### src/hw/rtl/cbq_pkg.sv
// Shared types and constants for the cascaded biquad filter core.
package cbq_pkg;

    // Filter structure
    localparam int TAPS             = 5;    // b0, b1, b2, a1, a2 per section
    localparam int GUARD            = 16;   // extra fraction bits in the state format
    localparam int COEF_INDEX_WIDTH = 6;
    localparam int SECTIONS_WIDTH   = 4;

    // Configuration register map
    localparam int CFG_ADDR_WIDTH = 1;
    localparam logic [CFG_ADDR_WIDTH-1:0] REG_INPUT_GAIN      = 1'b0;
    localparam logic [CFG_ADDR_WIDTH-1:0] REG_ACTIVE_SECTIONS = 1'b1;

    // Request kinds on the input stream (tuser)
    localparam logic ACTION_LOAD   = 1'b0;
    localparam logic ACTION_FILTER = 1'b1;

    typedef enum logic [3:0] {
        ST_IDLE,
        ST_XSAT,
        ST_B0,
        ST_B1,
        ST_B2,
        ST_A1,
        ST_A2,
        ST_WB,
        ST_OUT
    } seq_state_t;

    typedef enum logic [1:0] {
        MUL_HOLD,
        MUL_GAIN,
        MUL_COEF_X,
        MUL_COEF_Y
    } mul_sel_t;

    typedef enum logic [2:0] {
        OP_NONE,
        OP_XSAT,
        OP_Y,
        OP_ACC1_INIT,
        OP_ACC2_INIT,
        OP_ACC1_SUB,
        OP_FINISH
    } dp_op_t;

    typedef struct packed {
        mul_sel_t mul_sel;
        dp_op_t   op;
    } dp_ctrl_t;

endpackage

### src/hw/rtl/cbq_coef_ram.sv
// Coefficient memory: one write port, one read port, registered read data.
module cbq_coef_ram #(
    parameter int DEPTH = 40,
    parameter int WIDTH = 18,
    localparam int AW   = (DEPTH > 1) ? $clog2(DEPTH) : 1
) (
    input  logic             aclk,
    input  logic             we,
    input  logic [AW-1:0]    waddr,
    input  logic [WIDTH-1:0] wdata,
    input  logic             re,
    input  logic [AW-1:0]    raddr,
    output logic [WIDTH-1:0] rdata
);

    logic [WIDTH-1:0] mem [DEPTH];
    logic [WIDTH-1:0] rdata_reg;

    always_ff @(posedge aclk) begin
        if (we) begin
            mem[waddr] <= wdata;
        end
        if (re) begin
            rdata_reg <= mem[raddr];
        end
    end

    assign rdata = rdata_reg;

endmodule

### src/hw/rtl/cbq_state_ram.sv
// Delay-state memory, one entry per section, reads as zero until first written.
module cbq_state_ram #(
    parameter int DEPTH = 8,
    parameter int WIDTH = 64,
    localparam int AW   = (DEPTH > 1) ? $clog2(DEPTH) : 1
) (
    input  logic             aclk,
    input  logic             aresetn,
    input  logic             we,
    input  logic [AW-1:0]    waddr,
    input  logic [WIDTH-1:0] wdata,
    input  logic             re,
    input  logic [AW-1:0]    raddr,
    output logic [WIDTH-1:0] rdata
);

    logic [WIDTH-1:0] mem [DEPTH];
    logic [WIDTH-1:0] rdata_reg;
    logic [DEPTH-1:0] valid_reg;
    logic             rvalid_reg;

    always_ff @(posedge aclk) begin
        if (we) begin
            mem[waddr] <= wdata;
        end
        if (re) begin
            rdata_reg <= mem[raddr];
        end
    end

    // per-entry valid bits stand in for a clear of the array
    always_ff @(posedge aclk) begin
        if (!aresetn) begin
            valid_reg  <= '0;
            rvalid_reg <= 1'b0;
        end else begin
            if (we) begin
                valid_reg[waddr] <= 1'b1;
            end
            if (re) begin
                rvalid_reg <= valid_reg[raddr];
            end
        end
    end

    assign rdata = rvalid_reg ? rdata_reg : '0;

endmodule

### src/hw/rtl/cbq_mac.sv
// Shared multiply, round, accumulate and saturate datapath.
module cbq_mac
    import cbq_pkg::*;
#(
    parameter int SAMPLE_WIDTH = 16,
    parameter int COEF_WIDTH   = 18,
    localparam int W = SAMPLE_WIDTH + GUARD
) (
    input  logic                           aclk,
    input  dp_ctrl_t                       ctrl,
    input  logic signed [COEF_WIDTH-1:0]   gain,
    input  logic signed [COEF_WIDTH-1:0]   coef,
    input  logic signed [SAMPLE_WIDTH-1:0] sample,
    input  logic signed [W-1:0]            d1,
    input  logic signed [W-1:0]            d2,
    output logic signed [W-1:0]            v1,
    output logic signed [W-1:0]            v2,
    output logic signed [SAMPLE_WIDTH-1:0] res_sample,
    output logic                           res_clip
);

    localparam int P = COEF_WIDTH + W;   // full product
    localparam int F = COEF_WIDTH - 2;   // coefficient fraction bits
    localparam int R = P - F;            // rounded product, W + 2
    localparam int A = W + 4;            // accumulator
    localparam logic signed [P-1:0] HALF_LSB = {{(P-F){1'b0}}, 1'b1, {(F-1){1'b0}}};
    localparam logic [W:0] OUT_HALF = {{(W-GUARD+1){1'b0}}, 1'b1, {(GUARD-1){1'b0}}};

    logic signed [P-1:0] prod_reg;
    logic signed [W-1:0] x_reg;
    logic signed [W-1:0] y_reg;
    logic signed [A-1:0] acc1_reg;
    logic signed [A-1:0] acc2_reg;

    logic signed [COEF_WIDTH-1:0] mul_a;
    logic signed [W-1:0]          mul_b;
    logic signed [W-1:0]          sample_ext;
    logic signed [P-1:0]          prod_next;
    logic signed [P-1:0]          prod_biased;
    logic signed [R-1:0]          rp;
    logic signed [A-1:0]          rp_ext;
    logic signed [A-1:0]          d1_ext;
    logic signed [A-1:0]          d2_ext;
    logic signed [A-1:0]          y_sum;
    logic signed [A-1:0]          acc1_init;
    logic signed [A-1:0]          acc1_sub;
    logic signed [A-1:0]          v2_sum;
    logic [W:0]                   fin_sum;
    logic [SAMPLE_WIDTH:0]        fin_shift;

    function automatic logic signed [W-1:0] sat_state(input logic signed [A-1:0] v);
        logic signed [W-1:0] r;
        if (v[A-1:W-1] == {(A-W+1){v[A-1]}}) begin
            r = v[W-1:0];
        end else if (v[A-1]) begin
            r = {1'b1, {(W-1){1'b0}}};
        end else begin
            r = {1'b0, {(W-1){1'b1}}};
        end
        return r;
    endfunction

    assign sample_ext = {sample, {GUARD{1'b0}}};

    always_comb begin
        mul_a = coef;
        mul_b = x_reg;
        case (ctrl.mul_sel)
            MUL_GAIN: begin
                mul_a = gain;
                mul_b = sample_ext;
            end
            MUL_COEF_Y: begin
                mul_b = y_reg;
            end
            default: begin
                mul_b = x_reg;
            end
        endcase
    end

    assign prod_next = mul_a * mul_b;

    // round half up to the state format: add half an LSB, keep the high bits
    assign prod_biased = prod_reg + HALF_LSB;
    assign rp          = prod_biased[P-1:F];
    assign rp_ext      = {{(A-R){rp[R-1]}}, rp};
    assign d1_ext      = {{(A-W){d1[W-1]}}, d1};
    assign d2_ext      = {{(A-W){d2[W-1]}}, d2};

    assign y_sum     = d1_ext + rp_ext;
    assign acc1_init = d2_ext + rp_ext;
    assign acc1_sub  = acc1_reg - rp_ext;
    assign v2_sum    = acc2_reg - rp_ext;

    always_ff @(posedge aclk) begin
        if (ctrl.mul_sel != MUL_HOLD) begin
            prod_reg <= prod_next;
        end
        case (ctrl.op)
            OP_XSAT:      x_reg    <= sat_state(rp_ext);
            OP_Y:         y_reg    <= sat_state(y_sum);
            OP_ACC1_INIT: acc1_reg <= acc1_init;
            OP_ACC2_INIT: acc2_reg <= rp_ext;
            OP_ACC1_SUB:  acc1_reg <= acc1_sub;
            OP_FINISH:    x_reg    <= y_reg;
            default: begin
            end
        endcase
    end

    assign v1 = sat_state(acc1_reg);
    assign v2 = sat_state(v2_sum);

    // final conversion to the sample format
    assign fin_sum    = {x_reg[W-1], x_reg} + OUT_HALF;
    assign fin_shift  = fin_sum[W:GUARD];
    assign res_clip   = fin_shift[SAMPLE_WIDTH] != fin_shift[SAMPLE_WIDTH-1];
    assign res_sample = !res_clip ? fin_shift[SAMPLE_WIDTH-1:0] :
                        fin_shift[SAMPLE_WIDTH] ? {1'b1, {(SAMPLE_WIDTH-1){1'b0}}} :
                                                  {1'b0, {(SAMPLE_WIDTH-1){1'b1}}};

endmodule

### src/hw/rtl/cascaded_biquad_iir_filter_core.sv
// Top level: cascade of transposed direct form II biquads around one shared MAC.
//
//  channel | dir | handshake               | payload
//  --------+-----+-------------------------+------------------------------------------
//  cfg     | in  | cfg_valid / cfg_ready   | cfg_addr (register), cfg_data (value)
//  s_axis  | in  | s_axis_tvalid / tready  | tdata: coef_index, coef_value, sample_in
//          |     |                         | tuser: action (0 load coef, 1 filter)
//  m_axis  | out | m_axis_tvalid / tready  | tdata: sample_out; tuser: clipped
//
//  A coefficient load request is taken while idle and leaves the core idle. A sample
//  keeps the core busy from acceptance until it is ready again; for each active
//  section (capped at MAX_SECTIONS) the one shared multiplier makes five products,
//  followed by one write-back step, plus the gain scaling and the output conversion.
//  Reset initialises the configuration, the sequencer and the delay-state valid bits at
//  once; there is no clearing pass. A stalled result sits in the output register;
//  the core keeps taking requests until a second result would need that register.
module cascaded_biquad_iir_filter_core
    import cbq_pkg::*;
#(
    parameter int MAX_SECTIONS = 8,
    parameter int SAMPLE_WIDTH = 16,
    parameter int COEF_WIDTH   = 18,
    localparam int IN_BITS     = COEF_INDEX_WIDTH + COEF_WIDTH + SAMPLE_WIDTH,
    localparam int IN_TDATA_W  = ((IN_BITS + 7) / 8) * 8,
    localparam int OUT_TDATA_W = ((SAMPLE_WIDTH + 7) / 8) * 8
) (
    input  logic                      aclk,
    input  logic                      aresetn,
    // configuration writes
    input  logic                      cfg_valid,
    output logic                      cfg_ready,
    input  logic [CFG_ADDR_WIDTH-1:0] cfg_addr,
    input  logic [COEF_WIDTH-1:0]     cfg_data,
    // requests
    input  logic                      s_axis_tvalid,
    output logic                      s_axis_tready,
    input  logic [IN_TDATA_W-1:0]     s_axis_tdata,  // coef_index, coef_value, sample_in, pad
    input  logic                      s_axis_tuser,  // action
    // results
    output logic                      m_axis_tvalid,
    input  logic                      m_axis_tready,
    output logic [OUT_TDATA_W-1:0]    m_axis_tdata,  // sample_out, pad
    output logic                      m_axis_tuser   // clipped
);

    localparam int SLOTS   = TAPS * MAX_SECTIONS;
    localparam int CA_W    = (SLOTS > 1) ? $clog2(SLOTS) : 1;
    localparam int SEC_W   = (MAX_SECTIONS > 1) ? $clog2(MAX_SECTIONS) : 1;
    localparam int STATE_W = SAMPLE_WIDTH + GUARD;
    localparam int VAL_LSB = COEF_INDEX_WIDTH;
    localparam int SMP_LSB = COEF_INDEX_WIDTH + COEF_WIDTH;
    localparam logic [COEF_WIDTH-1:0] GAIN_ONE = {2'b01, {(COEF_WIDTH-2){1'b0}}};
    localparam logic [COEF_INDEX_WIDTH:0] SLOTS_LIM = (COEF_INDEX_WIDTH+1)'(SLOTS);
    localparam logic [SECTIONS_WIDTH:0]   SEC_LIM   = (SECTIONS_WIDTH+1)'(MAX_SECTIONS);

    // configuration registers
    logic signed [COEF_WIDTH-1:0] gain_reg;
    logic [SECTIONS_WIDTH-1:0]    sections_reg;

    // sequencer
    seq_state_t       state_reg, state_next;
    logic [SEC_W-1:0] sec_reg, sec_next;
    logic [CA_W-1:0]  ptr_reg, ptr_next;
    dp_ctrl_t         ctrl;
    logic             coef_re;
    logic             st_re;
    logic             st_we;
    logic             out_load;
    logic             in_ready;

    // output register
    logic                    m_valid_reg;
    logic [SAMPLE_WIDTH-1:0] m_sample_reg;
    logic                    m_clip_reg;

    // request decode
    logic [COEF_INDEX_WIDTH:0]  slot_ext;
    logic                       coef_we;
    logic [SECTIONS_WIDTH:0]    sec_wide;
    logic [SECTIONS_WIDTH:0]    n_used;
    logic [SECTIONS_WIDTH:0]    sec_plus1;
    logic                       more_sections;

    // memories and datapath
    logic [COEF_WIDTH-1:0]         coef_rdata;
    logic [2*STATE_W-1:0]          st_rdata;
    logic signed [STATE_W-1:0]     v1, v2;
    logic signed [SAMPLE_WIDTH-1:0] res_sample;
    logic                           res_clip;

    assign cfg_ready = 1'b1;

    always_ff @(posedge aclk) begin
        if (!aresetn) begin
            gain_reg     <= GAIN_ONE;
            sections_reg <= SECTIONS_WIDTH'(1);
        end else if (cfg_valid && cfg_ready) begin
            case (cfg_addr)
                REG_INPUT_GAIN:      gain_reg     <= cfg_data;
                REG_ACTIVE_SECTIONS: sections_reg <= cfg_data[SECTIONS_WIDTH-1:0];
                default: begin
                end
            endcase
        end
    end

    // sections in use, capped at what the state memory holds
    assign sec_wide      = {1'b0, sections_reg};
    assign n_used        = (sec_wide > SEC_LIM) ? SEC_LIM : sec_wide;
    assign sec_plus1     = (SECTIONS_WIDTH+1)'(sec_reg) + (SECTIONS_WIDTH+1)'(1);
    assign more_sections = sec_plus1 < n_used;

    // coefficient loads go straight to memory; slots past the store are dropped
    assign slot_ext = {1'b0, s_axis_tdata[COEF_INDEX_WIDTH-1:0]};
    assign coef_we  = s_axis_tvalid && in_ready && (s_axis_tuser == ACTION_LOAD)
                      && (slot_ext < SLOTS_LIM);

    always_ff @(posedge aclk) begin
        if (!aresetn) begin
            state_reg <= ST_IDLE;
            sec_reg   <= '0;
            ptr_reg   <= '0;
        end else begin
            state_reg <= state_next;
            sec_reg   <= sec_next;
            ptr_reg   <= ptr_next;
        end
    end

    // Per section: coefficients stream out of memory in slot order, one a cycle,
    // each read in the state before the product that uses it.
    always_comb begin
        state_next   = state_reg;
        sec_next     = sec_reg;
        ptr_next     = ptr_reg;
        ctrl.mul_sel = MUL_HOLD;
        ctrl.op      = OP_NONE;
        coef_re      = 1'b0;
        st_re        = 1'b0;
        st_we        = 1'b0;
        out_load     = 1'b0;
        in_ready     = 1'b0;
        case (state_reg)
            ST_IDLE: begin
                in_ready = 1'b1;
                if (s_axis_tvalid && (s_axis_tuser == ACTION_FILTER)) begin
                    ctrl.mul_sel = MUL_GAIN;
                    sec_next     = '0;
                    ptr_next     = '0;
                    state_next   = ST_XSAT;
                end
            end
            ST_XSAT: begin
                ctrl.op = OP_XSAT;
                if (n_used == '0) begin
                    state_next = ST_OUT;
                end else begin
                    coef_re    = 1'b1;
                    st_re      = 1'b1;
                    ptr_next   = ptr_reg + CA_W'(1);
                    state_next = ST_B0;
                end
            end
            ST_B0: begin
                ctrl.mul_sel = MUL_COEF_X;
                coef_re      = 1'b1;
                ptr_next     = ptr_reg + CA_W'(1);
                state_next   = ST_B1;
            end
            ST_B1: begin
                ctrl.mul_sel = MUL_COEF_X;
                ctrl.op      = OP_Y;
                coef_re      = 1'b1;
                ptr_next     = ptr_reg + CA_W'(1);
                state_next   = ST_B2;
            end
            ST_B2: begin
                ctrl.mul_sel = MUL_COEF_X;
                ctrl.op      = OP_ACC1_INIT;
                coef_re      = 1'b1;
                ptr_next     = ptr_reg + CA_W'(1);
                state_next   = ST_A1;
            end
            ST_A1: begin
                ctrl.mul_sel = MUL_COEF_Y;
                ctrl.op      = OP_ACC2_INIT;
                coef_re      = 1'b1;
                ptr_next     = ptr_reg + CA_W'(1);
                state_next   = ST_A2;
            end
            ST_A2: begin
                ctrl.mul_sel = MUL_COEF_Y;
                ctrl.op      = OP_ACC1_SUB;
                state_next   = ST_WB;
            end
            ST_WB: begin
                ctrl.op = OP_FINISH;
                st_we   = 1'b1;
                if (more_sections) begin
                    sec_next   = sec_reg + SEC_W'(1);
                    coef_re    = 1'b1;
                    st_re      = 1'b1;
                    ptr_next   = ptr_reg + CA_W'(1);
                    state_next = ST_B0;
                end else begin
                    state_next = ST_OUT;
                end
            end
            ST_OUT: begin
                if (!m_valid_reg || m_axis_tready) begin
                    out_load   = 1'b1;
                    state_next = ST_IDLE;
                end
            end
            default: begin
                state_next = ST_IDLE;
            end
        endcase
    end

    assign s_axis_tready = in_ready;

    cbq_coef_ram #(
        .DEPTH (SLOTS),
        .WIDTH (COEF_WIDTH)
    ) u_coef_ram (
        .aclk  (aclk),
        .we    (coef_we),
        .waddr (slot_ext[CA_W-1:0]),
        .wdata (s_axis_tdata[VAL_LSB +: COEF_WIDTH]),
        .re    (coef_re),
        .raddr (ptr_reg),
        .rdata (coef_rdata)
    );

    // state entry: {v2, v1}; the next section's read overlaps this one's write
    cbq_state_ram #(
        .DEPTH (MAX_SECTIONS),
        .WIDTH (2 * STATE_W)
    ) u_state_ram (
        .aclk    (aclk),
        .aresetn (aresetn),
        .we      (st_we),
        .waddr   (sec_reg),
        .wdata   ({v2, v1}),
        .re      (st_re),
        .raddr   (sec_next),
        .rdata   (st_rdata)
    );

    cbq_mac #(
        .SAMPLE_WIDTH (SAMPLE_WIDTH),
        .COEF_WIDTH   (COEF_WIDTH)
    ) u_mac (
        .aclk       (aclk),
        .ctrl       (ctrl),
        .gain       (gain_reg),
        .coef       (coef_rdata),
        .sample     (s_axis_tdata[SMP_LSB +: SAMPLE_WIDTH]),
        .d1         (st_rdata[STATE_W-1:0]),
        .d2         (st_rdata[2*STATE_W-1:STATE_W]),
        .v1         (v1),
        .v2         (v2),
        .res_sample (res_sample),
        .res_clip   (res_clip)
    );

    // output register
    always_ff @(posedge aclk) begin
        if (!aresetn) begin
            m_valid_reg <= 1'b0;
        end else if (out_load) begin
            m_valid_reg <= 1'b1;
        end else if (m_axis_tready) begin
            m_valid_reg <= 1'b0;
        end
    end

    always_ff @(posedge aclk) begin
        if (out_load) begin
            m_sample_reg <= res_sample;
            m_clip_reg   <= res_clip;
        end
    end

    assign m_axis_tvalid = m_valid_reg;
    assign m_axis_tdata  = OUT_TDATA_W'(m_sample_reg);
    assign m_axis_tuser  = m_clip_reg;

    // a sample request keeps the core busy on the next cycle
    a_busy_after_sample: assert property (@(posedge aclk) disable iff (!aresetn)
        (s_axis_tvalid && s_axis_tready && (s_axis_tuser == ACTION_FILTER))
        |=> !s_axis_tready)
        else $error("core ready right after a sample request");

    // a coefficient load never starts the sequencer
    a_load_stays_idle: assert property (@(posedge aclk) disable iff (!aresetn)
        (s_axis_tvalid && s_axis_tready && (s_axis_tuser == ACTION_LOAD))
        |=> (state_reg == ST_IDLE))
        else $error("coefficient load left idle");

    // section counter stays inside the active range while a section runs
    a_section_range: assert property (@(posedge aclk) disable iff (!aresetn)
        (state_reg != ST_IDLE && state_reg != ST_XSAT && state_reg != ST_OUT)
        |-> (sec_plus1 <= n_used))
        else $error("section counter beyond active sections");

    // a pending result is never overwritten
    a_no_overwrite: assert property (@(posedge aclk) disable iff (!aresetn)
        (state_reg == ST_OUT && m_valid_reg && !m_axis_tready)
        |=> (state_reg == ST_OUT))
        else $error("result register reloaded while stalled");

endmodule

### config.mk
export PLATFORM = sky130hd
export DESIGN_NAME = cascaded_biquad_iir_filter_core
export DESIGN_NICKNAME = d
export VERILOG_FILES = /design/src/hw/rtl/cbq_pkg.sv /design/src/hw/rtl/cbq_coef_ram.sv /design/src/hw/rtl/cbq_state_ram.sv /design/src/hw/rtl/cbq_mac.sv /design/src/hw/rtl/cascaded_biquad_iir_filter_core.sv
export SDC_FILE = /design/constraint.sdc
export NUM_CORES = 2
export LEC_CHECK = 0
export BUFFER_PORTS_ARGS = -buffer_cell sky130_fd_sc_hd__buf_2
export CORE_ASPECT_RATIO = 1.2
export CORE_MARGIN = 5
export CORE_UTILIZATION = 51
export CTS_CLUSTER_DIAMETER = 80
export DETAILED_ROUTE_END_ITERATION = 10
export PLACE_DENSITY = 0.66
export SYNTH_ARGS = -nofsm -noshare
export SYNTH_HDL_FRONTEND = slang
export SYNTH_SLANG_ARGS = --single-unit
### constraint.sdc
create_clock -name aclk -period 9.4 [get_ports aclk]
set_input_delay 1.41 -clock aclk [delete_from_list [all_inputs] [get_ports aclk]]
set_output_delay 1.41 -clock aclk [all_outputs]
set_load 0.02 [all_outputs]
==> flow_summary.ini <==
[outcome]
status = finished, final reports clean

[timing]
setup_viol = 0
finalCritPeriodShare_pct = 91.5
setup-tns-final_ps = 0
final.setup_skew_ps = 54.4
whs_ps = 466
post-route-min-period_ps = 8600
fmax_ghz = 0.116
maxSlewViolCount = 0
worst_pin_slew_ps = 1430
rsz0062_at_grt = no
hold_viol = 0
maxSlewHeadroom_pct = 4.45

[logic_synthesis]
syn_area_sq_um = 87300
async_flop_share_pct = 0
yosys-top-cells-count = edfxtp_1 (1,500), nand2_1 (1,070), inv_1 (682)
yosys_register_bits = 1545
seq_area_frac_synth_pct = 52.6
synth_cell_types = 83
synth_edf_count = 1500
synth_area_leaders = edfxtp_1 (52%), fa_1 (13%), mux4_2 (5.6%), nand2_1 (4.6%), ha_1 (3.7%)
synth-main-ff-cell = edfxtp_1
postSynthCellCount = 7055
synth.most_common_cell = edfxtp_1
yosys_warnings = 0
syn-num-nets = 7936
synth_top_area_share_pct = 51.6
synth_area_per_cell_sq_um = 12.4
yosysTopAreaCell = edfxtp_1

[cts]
post_cts_buffers = 0
hold_buffers = 0
cts.reportedPaths.clkPinSlew_ps = 70
clockRootBuffer = clkbuf_16
clkSinkCount = 1545
cts_tree = built
h-tree-depth = 4
clk_path_buf_depth = 3
clock_latency_ps = 790
post_cts_resized = 0
numCtsBuffers = 152

[die]
die_area_sq_um = 180000
die_x_um = 388
initial_core_util_pct = 51.2
rows = 166
dieHeight_um = 463
core_sq_um = 171000
pin_count = 85

[setup_path]
cp_max_fo = 29
start_kind = register
crit_top_cell = fa_1
crit_required_ps = 9930
cp_top_family = adder cells
worst-setup-path-type = register to register
arrival_ps = 9130
slowest_delay_ps = 860
endpoint_kind = register
crit_slowest_cell = o21ai_0
path_buf_inv = 7

[finish]
nNetsFinal = 8038
fillers = 13700
largest_reg_flops = 720
area_growth_pct = 10.5
drive_gt1_share_pct = 11.5

[global_routing]
grt_overflow = 0
grtUsageTotal_pct = 26.8
antenna_found_initial = 15
grt_pass1_vias = 57900
grt_max_degree = 213
grt_pass1_wl_um = 364000

[route]
drc = 0
wl_per_cell_um = 25.3
via_count = 56300
dr.first_iter.drc_count = 4956
postRouteWirelength_um = 241000
drt_first_pass_iters = 5
ant_nets = 0
routed_via_density = 5.89

[worst_hold_path]
hold_class = register to register

[placed_design]
io_buffers = 83
dp_hpwl_um = 166000
place.gp.congestion = 0.944

[job]
maxCapViolations = 0
-- metrics by stage --
step           setup slack [ps]  area (sq um)  cells  util, %
2_1_floorplan               746         87300   7055        -
3_3_place_gp                184         91400   9271     53.6
3_5_place_dp                164         91400   9271     53.6
4_1_cts                     858         96500   9544     56.6
5_1_grt                     485         96500   9546     56.6
6_report                    803         96500   9554     56.6
-- placed cells by master, fill, tap and decap left out, types with 25 or more instances in the layout --
cell type and count:
buf_2 83, mux2i_1 64, xnor2_1 117, buf_4 198, ha_1 260, clkbuf_1 35, dfxtp_1 40, nand2b_1 39
a211oi_1 35, xor2_1 86, inv_1 682, nor3_1 28, a21o_1 123, o21a_1 46, clkbuf_16 154, nor2_1 405
nand3_1 378, nor2_2 41, nand4_1 30, and3_1 32, fa_1 556, a21boi_0 25, a21oi_1 198, nor2b_1 36
and2_1 81, edfxtp_1 1500, o21ai_0 275, nand2_1 1070, clkinv_1 26, mux4_2 216
-- logic make-up (layout without fill, tap and decap cells) --
logic type	Yosys count	in the layout	synth area share, %
other	1	11	0.00429
buffers and inverters	1029	1250	4.44
multiplexers	294	294	6.47
AO/OA/AOI/OAI	927	927	6.73
adder cells (fa/ha/maj)	816	816	16.5
AND/OR/NAND/NOR	2239	2239	11.2
XOR/XNOR	204	204	2.07
flip-flops	1545	1545	52.6
-- path summary, 6_finish.rpt --
check / start / end / slack (ps) / cells after the start
max reg2reg: state_reg[1]$_SDFFE_PN0P_ / u_mac.prod_reg[40]$_DFFE_PP_ / 800 / 28
min: u_state_ram.valid_reg[7]$_SDFFE_PN0P_ / u_state_ram.valid_reg[7]$_SDFFE_PN0P_ / 470 / 1
max: state_reg[1]$_SDFFE_PN0P_ / u_mac.prod_reg[40]$_DFFE_PP_ / 800 / 28
min reg2reg: u_state_ram.valid_reg[7]$_SDFFE_PN0P_ / u_state_ram.valid_reg[7]$_SDFFE_PN0P_ / 470 / 1
-- area by class of cell --
class	instances	area, sq um	area share [%]
antenna	10	25.0	0.0259
clock buffer	190	4000	4.14
clock inverter	83	1090	1.13
inverter	684	2570	2.66
multi-input combinational	4481	37900	39.2
sequential	1545	46000	47.6
tap	2268	2840	2.94
timing repair buffer	293	2140	2.22
-- layer usage --
layer | vias up | wire, um | GRT usage, %
met3 | 531 | 16500 | 4.72
li1 | 24900 | - | -
met1 | 28700 | 91600 | 33.5
met4 | 12 | 11300 | 11.2
met5 | - | 69 | 0
met2 | 2117 | 122000 | 46.3
Power is left out: the tool's default activity adds up to more than one toggle a clock period on the data nets, which glitch-free logic cannot reach.
